File: src/hdl/lfa_pkg.sv
package lfa_pkg;

    localparam int WORD_W       = 32;
    localparam int WORD_SH      = 5;
    localparam int ID_COUNT_DEF = 1024;
    localparam int IDENT_W      = 10;

    localparam logic [1:0] KIND_REGISTER = 2'd0;
    localparam logic [1:0] KIND_ALLOCATE = 2'd1;
    localparam logic [1:0] KIND_FREE     = 2'd2;

    typedef enum logic [2:0] {
        ST_CLEAR,
        ST_IDLE,
        ST_MODIFY,
        ST_SCAN,
        ST_SET,
        ST_DONE
    } state_t;

    typedef struct packed {
        logic                 found;
        logic [WORD_SH-1:0]   pos;
    } scan_res_t;

endpackage

File: src/hdl/lfa_word_scan.sv
module lfa_word_scan (
    input  logic [lfa_pkg::WORD_W-1:0] word,
    input  logic [lfa_pkg::WORD_W-1:0] used_mask,
    output lfa_pkg::scan_res_t         res
);

    logic [lfa_pkg::WORD_W-1:0] free_bits;

    assign free_bits = ~word & ~used_mask;

    // Lowest clear bit wins, so the loop runs from the top down.
    always_comb
    begin
        res.found = |free_bits;
        res.pos   = '0;
        for (int i = lfa_pkg::WORD_W - 1; i >= 0; i--)
        begin
            if (free_bits[i])
            begin
                res.pos = lfa_pkg::WORD_SH'(i);
            end
        end
    end

endmodule

File: src/hdl/lowest_free_id_allocator_top.sv
// From the input transfer to the result register, register and free pass through MODIFY and
// DONE; an unknown kind, an identifier beyond the map or a hint at the top go straight to DONE;
// allocate scans the 32-bit bitmap words and passes through SET when a free identifier is found.
// One request at a time: the next is taken the cycle after the result loads, and a result
// that is not taken holds the block meanwhile.
// Reset clears the bitmap word by word before the first request is taken; hint resets to one.
module lowest_free_id_allocator_top #(
    parameter int ID_COUNT = lfa_pkg::ID_COUNT_DEF
) (
    input  logic                        clk,
    input  logic                        rst_n,
    input  logic                        in_valid,
    output logic                        in_ready,
    input  logic [1:0]                  kind,
    input  logic [lfa_pkg::IDENT_W-1:0] ident,
    output logic                        out_valid,
    input  logic                        out_ready,
    output logic [lfa_pkg::IDENT_W-1:0] granted_ident,
    output logic                        status
);

    localparam int NW       = (ID_COUNT + lfa_pkg::WORD_W - 1) / lfa_pkg::WORD_W;
    localparam int AW       = (NW > 1) ? $clog2(NW) : 1;
    localparam int XW       = AW + lfa_pkg::WORD_SH;
    localparam int IDW      = $clog2(ID_COUNT);
    localparam int IW       = (XW > lfa_pkg::IDENT_W) ? XW : lfa_pkg::IDENT_W;
    localparam int LASTBITS = ID_COUNT - (NW - 1) * lfa_pkg::WORD_W;
    localparam logic [lfa_pkg::WORD_W-1:0] HI_MASK =
        (LASTBITS == lfa_pkg::WORD_W) ? '0 :
        ~((lfa_pkg::WORD_W'(1) << LASTBITS) - lfa_pkg::WORD_W'(1));

    logic [lfa_pkg::WORD_W-1:0] mem [NW];
    logic [lfa_pkg::WORD_W-1:0] rdata_reg;
    logic                       mem_we;
    logic [AW-1:0]              mem_waddr;
    logic [AW-1:0]              mem_raddr;
    logic [lfa_pkg::WORD_W-1:0] mem_wdata;

    lfa_pkg::state_t    state_reg, state_next;
    logic [1:0]         kind_reg, kind_next;
    logic [IW-1:0]      ident_reg, ident_next;
    logic [IDW-1:0]     hint_reg, hint_next;
    logic [AW-1:0]      scan_w_reg, scan_w_next;
    logic               first_reg, first_next;
    logic [IDW-1:0]     new_hint_reg, new_hint_next;
    logic [IDW-1:0]     res_grant_reg, res_grant_next;
    logic               res_status_reg, res_status_next;
    logic [AW-1:0]      clr_reg, clr_next;
    logic               out_valid_reg, out_valid_next;
    logic [lfa_pkg::IDENT_W-1:0] out_grant_reg, out_grant_next;
    logic               out_status_reg, out_status_next;

    logic [XW-1:0]      hint_x;
    logic [XW-1:0]      start_x;
    logic [IW-1:0]      in_ident_x;
    logic [XW-1:0]      found_x;
    logic               in_ident_ok;
    logic               ident_below_hint;
    logic               alloc_exhausted;
    logic [lfa_pkg::WORD_W-1:0] ident_bit;
    logic [lfa_pkg::WORD_W-1:0] hint_bit;
    logic [lfa_pkg::WORD_W-1:0] scan_mask;
    logic [IW-1:0]      grant_x;
    lfa_pkg::scan_res_t scan_res;

    assign hint_x           = XW'(hint_reg);
    assign start_x          = hint_x + XW'(1);
    assign in_ident_x       = IW'(ident);
    assign in_ident_ok      = 32'(ident) < ID_COUNT;
    assign ident_below_hint = 32'(ident_reg) < 32'(hint_reg);
    assign alloc_exhausted  = (32'(hint_reg) + 32'd1) >= ID_COUNT;
    assign ident_bit        = lfa_pkg::WORD_W'(1) << ident_reg[lfa_pkg::WORD_SH-1:0];
    assign hint_bit         = lfa_pkg::WORD_W'(1) << hint_x[lfa_pkg::WORD_SH-1:0];
    assign found_x          = {scan_w_reg, scan_res.pos};
    assign grant_x          = IW'(res_grant_reg);

    // Bits below the start of the scan and beyond the last identifier count as used.
    always_comb
    begin
        scan_mask = '0;
        if (first_reg)
        begin
            scan_mask = (lfa_pkg::WORD_W'(1) << start_x[lfa_pkg::WORD_SH-1:0])
                        - lfa_pkg::WORD_W'(1);
        end
        if (scan_w_reg == AW'(NW - 1))
        begin
            scan_mask = scan_mask | HI_MASK;
        end
    end

    lfa_word_scan u_scan (
        .word      (rdata_reg),
        .used_mask (scan_mask),
        .res       (scan_res)
    );

    always_ff @(posedge clk)
    begin
        if (mem_we)
        begin
            mem[mem_waddr] <= mem_wdata;
        end
        rdata_reg <= mem[mem_raddr];
    end

    always_comb
    begin
        state_next      = state_reg;
        kind_next       = kind_reg;
        ident_next      = ident_reg;
        hint_next       = hint_reg;
        scan_w_next     = scan_w_reg;
        first_next      = first_reg;
        new_hint_next   = new_hint_reg;
        res_grant_next  = res_grant_reg;
        res_status_next = res_status_reg;
        clr_next        = clr_reg;
        out_valid_next  = out_valid_reg;
        out_grant_next  = out_grant_reg;
        out_status_next = out_status_reg;
        in_ready        = 1'b0;
        mem_we          = 1'b0;
        mem_waddr       = ident_reg[XW-1:lfa_pkg::WORD_SH];
        mem_wdata       = rdata_reg;
        mem_raddr       = in_ident_x[XW-1:lfa_pkg::WORD_SH];

        if (out_valid_reg && out_ready)
        begin
            out_valid_next = 1'b0;
        end

        case (state_reg)
            lfa_pkg::ST_CLEAR:
            begin
                mem_we    = 1'b1;
                mem_waddr = clr_reg;
                mem_wdata = '0;
                clr_next  = clr_reg + AW'(1);
                if (clr_reg == AW'(NW - 1))
                begin
                    state_next = lfa_pkg::ST_IDLE;
                end
            end
            lfa_pkg::ST_IDLE:
            begin
                in_ready = 1'b1;
                if (kind == lfa_pkg::KIND_ALLOCATE)
                begin
                    mem_raddr = start_x[XW-1:lfa_pkg::WORD_SH];
                end
                if (in_valid)
                begin
                    kind_next       = kind;
                    ident_next      = in_ident_x;
                    res_grant_next  = '0;
                    res_status_next = 1'b0;
                    scan_w_next     = start_x[XW-1:lfa_pkg::WORD_SH];
                    first_next      = 1'b1;
                    case (kind)
                        lfa_pkg::KIND_REGISTER, lfa_pkg::KIND_FREE:
                        begin
                            state_next = in_ident_ok ? lfa_pkg::ST_MODIFY : lfa_pkg::ST_DONE;
                        end
                        lfa_pkg::KIND_ALLOCATE:
                        begin
                            if (alloc_exhausted)
                            begin
                                res_status_next = 1'b1;
                                state_next      = lfa_pkg::ST_DONE;
                            end
                            else
                            begin
                                state_next = lfa_pkg::ST_SCAN;
                            end
                        end
                        default:
                        begin
                            state_next = lfa_pkg::ST_DONE;
                        end
                    endcase
                end
            end
            lfa_pkg::ST_MODIFY:
            begin
                mem_we = 1'b1;
                if (kind_reg == lfa_pkg::KIND_FREE)
                begin
                    mem_wdata = rdata_reg & ~ident_bit;
                    if (ident_below_hint)
                    begin
                        hint_next = ident_reg[IDW-1:0];
                    end
                end
                else
                begin
                    mem_wdata = rdata_reg | ident_bit;
                end
                state_next = lfa_pkg::ST_DONE;
            end
            lfa_pkg::ST_SCAN:
            begin
                first_next = 1'b0;
                if (scan_res.found)
                begin
                    // Fetch the word holding the hint so that its bit can be set.
                    mem_raddr     = hint_x[XW-1:lfa_pkg::WORD_SH];
                    new_hint_next = found_x[IDW-1:0];
                    state_next    = lfa_pkg::ST_SET;
                end
                else if (scan_w_reg == AW'(NW - 1))
                begin
                    res_status_next = 1'b1;
                    state_next      = lfa_pkg::ST_DONE;
                end
                else
                begin
                    mem_raddr   = scan_w_reg + AW'(1);
                    scan_w_next = scan_w_reg + AW'(1);
                end
            end
            lfa_pkg::ST_SET:
            begin
                mem_we         = 1'b1;
                mem_waddr      = hint_x[XW-1:lfa_pkg::WORD_SH];
                mem_wdata      = rdata_reg | hint_bit;
                res_grant_next = hint_reg;
                hint_next      = new_hint_reg;
                state_next     = lfa_pkg::ST_DONE;
            end
            lfa_pkg::ST_DONE:
            begin
                if (!out_valid_reg || out_ready)
                begin
                    out_valid_next  = 1'b1;
                    out_grant_next  = grant_x[lfa_pkg::IDENT_W-1:0];
                    out_status_next = res_status_reg;
                    state_next      = lfa_pkg::ST_IDLE;
                end
            end
            default:
            begin
                state_next = lfa_pkg::ST_IDLE;
            end
        endcase
    end

    always_ff @(posedge clk or negedge rst_n)
    begin
        if (!rst_n)
        begin
            state_reg     <= lfa_pkg::ST_CLEAR;
            hint_reg      <= IDW'(1);
            clr_reg       <= '0;
            out_valid_reg <= 1'b0;
            first_reg     <= 1'b0;
        end
        else
        begin
            state_reg     <= state_next;
            hint_reg      <= hint_next;
            clr_reg       <= clr_next;
            out_valid_reg <= out_valid_next;
            first_reg     <= first_next;
        end
    end

    always_ff @(posedge clk)
    begin
        kind_reg       <= kind_next;
        ident_reg      <= ident_next;
        scan_w_reg     <= scan_w_next;
        new_hint_reg   <= new_hint_next;
        res_grant_reg  <= res_grant_next;
        res_status_reg <= res_status_next;
        out_grant_reg  <= out_grant_next;
        out_status_reg <= out_status_next;
    end

    assign out_valid     = out_valid_reg;
    assign granted_ident = out_grant_reg;
    assign status        = out_status_reg;

endmodule
File: config.mk
export PLATFORM = sky130hd
export DESIGN_NAME = lowest_free_id_allocator_top
export DESIGN_NICKNAME = d
export VERILOG_FILES = /design/src/hdl/lfa_pkg.sv /design/src/hdl/lfa_word_scan.sv /design/src/hdl/lowest_free_id_allocator_top.sv
export SDC_FILE = /design/constraint.sdc
export NUM_CORES = 2
export LEC_CHECK = 0
export ABC_AREA = 1
export BUFFER_PORTS_ARGS = -buffer_cell sky130_fd_sc_hd__clkbuf_2
export CORE_UTILIZATION = 63
export CTS_CLUSTER_DIAMETER = 40
export DETAILED_ROUTE_END_ITERATION = 10
export PLACE_DENSITY = 0.82
export SLEW_MARGIN = 5
export SYNTH_ARGS = -nofsm -noshare
export SYNTH_HDL_FRONTEND = slang
export SYNTH_SLANG_ARGS = --single-unit
File: constraint.sdc
create_clock -name clk -period 4.95 [get_ports clk]
set_input_delay 0.2475 -clock clk [delete_from_list [all_inputs] [get_ports clk]]
set_output_delay 0.2475 -clock clk [all_outputs]
set_load 0.03 [all_outputs]
-- Word-level counts from Yosys, hierarchy flattened
Memories as Yosys holds them, arrays and structs flattened. A register that Yosys moved wholly into a read port is not among the register bits.
Cells that the tools add are included.
W data, S select, Z words.
- $add $sub $neg: 5
- magnitude comparators: 2
- eq/ne operators: 19
- shifts and indexed selects: 3
- muxes and demuxes: 71
- bitwise operators: 7
- reductions and logical operators: 25
- operators with widths (operator ; number):
    $mux W5 ; 22
    $not A32 Y32 ; 3
    $pmux W32 S3 ; 1
    $shl A1 B5 Y32 const A ; 3
    $and A32 B32 Y32 ; 2
    $mux W32 ; 2
    $or A32 B32 Y32 ; 2
    $pmux W10 S2 ; 2
    $mux W4 ; 8
    $reduce_or A32 Y1 ; 1
    $sub A32 B2 Y32 const B ; 1
    $mux W10 ; 3
    $mux W3 ; 10
    $pmux W5 S2 ; 3
    $ne A2 B2 Y1 const B ; 8
    $reduce_or A16 Y1 ; 1
    $pmux W3 S5 ; 1
    $mux W1 ; 14
    $reduce_and A4 Y1 ; 3
    $add A10 B1 Y11 const B ; 1
    $ge A11 B11 Y1 const B ; 1
    $add A10 B1 Y10 const B ; 1
    $add A5 B1 Y5 const B ; 2
    $eq A5 B5 Y1 const B ; 2
    22 further kinds ; 35
- register bits: 69
- memory bits (writable): 1024
- input bits: 16
- output and inout port bits: 13
- word-level logic and storage cells: 151
- memories: 1
- memories (memory ; depth ; width ; rd ports ; clocked after Yosys merged registers in ; write ports ; RTL line ; RTL):
    mem ; 32 ; 32 ; 1 ; 1 ; 1 ; lowest_free_id_allocator_top.sv:32 ; logic [lfa_pkg::WORD_W-1:0] mem [NW];

-- Longest topological paths before layout
- depth in word-level cells: 37
- depth in mapped cells: 48
- mapped depth without buffers: 47

-- Cells and area by module
From an unflattened synthesis, not the netlist that was laid out.
- cell total of the unflattened synthesis: 4388
- area total of the unflattened synthesis: 48779.3 µm²
- modules (own cells, without submodules) (module ; times used ; cells each ; area each (µm²) ; seq. area each (µm²)):
    lowest_free_id_allocator_top ; 1 ; 4248 ; 48137.4 ; 33363.2
    lfa_word_scan ; 1 ; 140 ; 641.9 ; 0.0

-- Least setup slack after synthesis
OpenSTA, ideal clock, no wires.
- kind: register to register
- from: reg hint_reg[2]
- to: reg rdata_reg[15] in the netlist's numbering, read port of mem
- arrival: 4.356 ns
- data required time: 4.837 ns
- slack: 0.481 ns
- cell stages (with the launch flop): 34
- period minus slack after synthesis: 4.469 ns
- cells stage by stage: dfrtp_1 > clkinv_1 > ha_1 > inv_1 > nor2_1 > nand2_1 > nor2_2 > inv_1 > ha_1 > nand2_2 > nor2_4 > nand4_4 > nor2_2 > nand2_1 > xnor2_1 > o21ai_1 > nand2_1 > nor2_1 > nand2_1 > nor2_2 > nand2_2 > nor2_2 > inv_2 > o311ai_4 > o22ai_4 > buf_2 > buf_2 > a21oi_1 > a21o_1 > nand2_1 > nand3_1 > nand2_1 > nand2_1 > nand2_1
- longest elaborated chain between the ends: 9
- elaborated cells between the ends (all ways): 10
- those cells by class: add/sub: 2; shift: 1; mux: 4; bitwise: 2; reduce/logical: 1
- RTL lines (item ; RTL line ; RTL):
    start: declaration ; lowest_free_id_allocator_top.sv:42 ; logic [IDW-1:0] hint_reg, hint_next;
    start signal: assignment ; lowest_free_id_allocator_top.sv:261 ; hint_reg <= hint_next;
    $add A10 B1 Y10 (*) ; lowest_free_id_allocator_top.sv:67 ; assign start_x = hint_x + XW'(1);
    $shl A1 B5 Y32 ; lowest_free_id_allocator_top.sv:83 ; scan_mask = (lfa_pkg::WORD_W'(1) << start_x[lfa_pkg::WORD_SH-1:0])
    $sub A32 B2 Y32 ; lowest_free_id_allocator_top.sv:84 ; - lfa_pkg::WORD_W'(1);
    $mux W32 ; lowest_free_id_allocator_top.sv:81 ; if (first_reg)
    $not A32 Y32 ; lfa_word_scan.sv:9 ; assign free_bits = ~word & ~used_mask;
    $and A32 B32 Y32 ; lfa_word_scan.sv:9 ;
    $reduce_or A32 Y1 ; lfa_word_scan.sv:14 ; res.found = |free_bits;
    $mux W5 ; lowest_free_id_allocator_top.sv:204 ; if (scan_res.found)
    $pmux W5 S2 (*) ; lowest_free_id_allocator_top.sv:133 ; case (state_reg)
    end: declaration ; lowest_free_id_allocator_top.sv:33 ; logic [lfa_pkg::WORD_W-1:0] rdata_reg;
Every way passes the cells marked *; elsewhere a longest branch is shown, timed or not.
A chain may end at the register's enable or synchronous reset.

-- Final worst setup path
Ends and elaborated chain as after synthesis.

==> results.yml <==
detailed_routing:
  wire_per_inst_um: 26.2
  drt_drc_violations_left: 0
  vias_per_cell: 6.57
  antenna_left: 0
  vias: 37000
  detail_route.first_pass.iterations: 11
  finalWirelength_um: 148000
  first_iter_violations: 6220
critical_path:
  required_ns: 5.56
  critPathMaxStageDelay_ns: 0.39
  r2r_cells: 32
  startpoint_type: "flip-flop"
  crit_path_end_kind: "flip-flop"
  slowest_stage: "dfrtp_1"
  critPathMostFrequentCell: "nand2_1"
  r2r_start: "hint_reg[2]"
  crit_fanout: 8
  worstSetupPathType: "reg2reg"
  worst_ep_arrival_time_ns: 5.69
  crit_start: "hint_reg[2]"
sta:
  relSlewSlack_pct: 13.3
  hold_viol_final: 0
  finalCriticalPeriod_ns: 5.08
  report.final.slew_viol_count: 0
  tightestPinTransition_ns: 1.30
  clock.fmax_mhz: 197
  worst_slack_ns: -0.133
  skew_ns: 0.0450
  setup_viol: 19
  finalCritPeriodShare_pct: 103
  rsz0062_at_grt: "yes"
placement:
  io_buffer_count: 28
  placed_cells: 5351
  hpwl_um: 80500
  globalplace.congestion: 0.982
yosys:
  synth_seq_cells: 1125
  synth.area.top_cells: "edfxtp_1 66%, nand2_1 11%, a21oi_1 5.7%, a21o_1 4.0%, nand3_1 2.0%"
  syn-num-nets: 4367
  syn_area_per_cell_um2: 11.2
  synth_cell_type_count: 53
  synthTopCellsByCount: "1404 x nand2_1, 1073 x edfxtp_1, 551 x a21oi_1"
  ys_seq_area_share_pct: 68.7
  synth_flop_cell: "edfxtp_1"
  yosysMostFrequentCell: "nand2_1"
  yosysTopAreaCell: "edfxtp_1"
  ys_async_sr_fraction_pct: 1.78
  netlist_area_mm2: 0.0486
  netlist_instances: 4329
  synth_edf_count: 1073
  synth_top_area_share_pct: 66.4
  yosysWarnings: 0
cells_and_area:
  final_cells: 5638
  finalNetCount: 4546
  drive_gt1_share_pct: 15.4
  syn2layout_area_growth_pct: 18.1
  largest_reg_flops: 1024
clock_network:
  cts.reportedPaths.clkPinSlew_ns: 0.06
  cts_buffers: 119
  cts_num_sinks: 1125
  cts_tree: "done"
  clock-root-buffer: "clkbuf_16"
  insertion_delay_ns: 0.70
  h-tree-depth: 3
  cts_max_path_buffers: 3
grt:
  grt_max_degree: 63
  antenna_found_initial: 1
  grt_overflow: 0
  track_usage_pct: 35.9
  grt_pass1_vias: 34700
  grt_pass1_wl_um: 209000
floorplan:
  die_y_um: 280
  fp-row-count: 101
  coreArea_mm2: 0.0761
  die-area_mm2: 0.0782
  ios: 29
  die_x_um: 280
  start_util_pct: 63.8
outcome:
  violations: "setup timing"
  outcome: "finished, violations left"
hold_path:
  hold_class: "in2async"
flow_run:
  drv_cap: 0
## critical path: cells and delay by family, from the launching register on
family                     cells  cell delay (ns)
buffers and inverters          9             1.15
and+or+nand+nor               16             1.82
AOI/OAI and AO/OA              6             1.29
adders and majority gates      1             0.35
DFF                            1             0.39
## layer usage
layer  global-route usage [%]  wire length [um]
met1                     48.0             50000
met2                     55.7             67100
met3                     7.42             21200
met4                     19.1              9330
met5                        0                 0
## final cells by class
type | count | area (um2)
Clock buffer | 159 | 3200
Multi-Input combinational cell | 2836 | 14500
Clock inverter | 61 | 722
Inverter | 119 | 487
Tap cell | 1030 | 1290
Timing Repair inverter | 1 | 11.3
Timing Repair Buffer | 306 | 3810
Fill cell | 4347 | 18700
Antenna cell | 1 | 2.50
Sequential cell | 1125 | 33400
## cells in the final DEF, fill, tap and decap left out, types with 17 or more instances in the layout
master	n
inv_1	102
a21oi_1	494
nand2_2	36
nand2_1	1378
buf_4	147
nor2_4	46
ha_1	19
o21ai_0	77
nand3_1	182
buf_12	75
clkbuf_1	34
a21oi_2	59
clkbuf_16	132
a21o_1	256
nor2_1	101
dfrtp_1	19
edfxtp_1	1073
o221ai_2	21
nor2_2	17
dfxtp_1	32
clkbuf_2	28
## per-stage QoR
| step | hold slack, ns | util [%] | setup TNS [ns] | setup WS [ns] | cell area (um2) |
|---|---|---|---|---|---|
| global placement | 0.249 | 68.1 | 0 | 0.0168 | 51800 |
| detailed placement | 0.251 | 68.1 | -1.62 | -0.129 | 51800 |
| global route | 0.131 | 75.4 | -6.84 | -0.316 | 57400 |
| finish | 0.0820 | 75.4 | -0.919 | -0.133 | 57400 |
| floorplan | -0.0481 | - | 0 | 0.481 | 48600 |
| CTS | 0.0739 | 73.9 | 0 | 0.00373 | 56200 |
## cells by family (layout without fill, tap and decap cells)
logic type,Yosys count,in the layout,synth area share [%]
simple gates,1817,1817,15.0
flops,1125,1125,68.7
compound gates,982,982,12.0
buf+inv,368,646,3.38
fa+ha+maj,22,22,0.567
xor+xnor,15,15,0.271
other cells,0,1,0
## timing repair
item	in CTS	in global routing
resized for setup	17	151
gates cloned	5	16
hold buffers	15	0
setup buffers	11	19
setup endpoints to repair	31	32
pin swaps	4	34
hold endpoints to repair	35	0
## path summary, 6_finish.rpt
path / endpoint / slack, ns
setup / recovery: rdata_reg[15] / -0.13
hold / removal: hint_reg[5] / 0.08
max in group asynchronous: hint_reg[0] / 4.48
min in group clk: ident_reg[3] / 0.25
hold reg to reg: granted_ident[4] / 0.42
setup reg to reg: rdata_reg[15] / -0.13
Power is not shown: default switching activity piles up to over one toggle a cycle in this logic, so the estimate is an artifact.
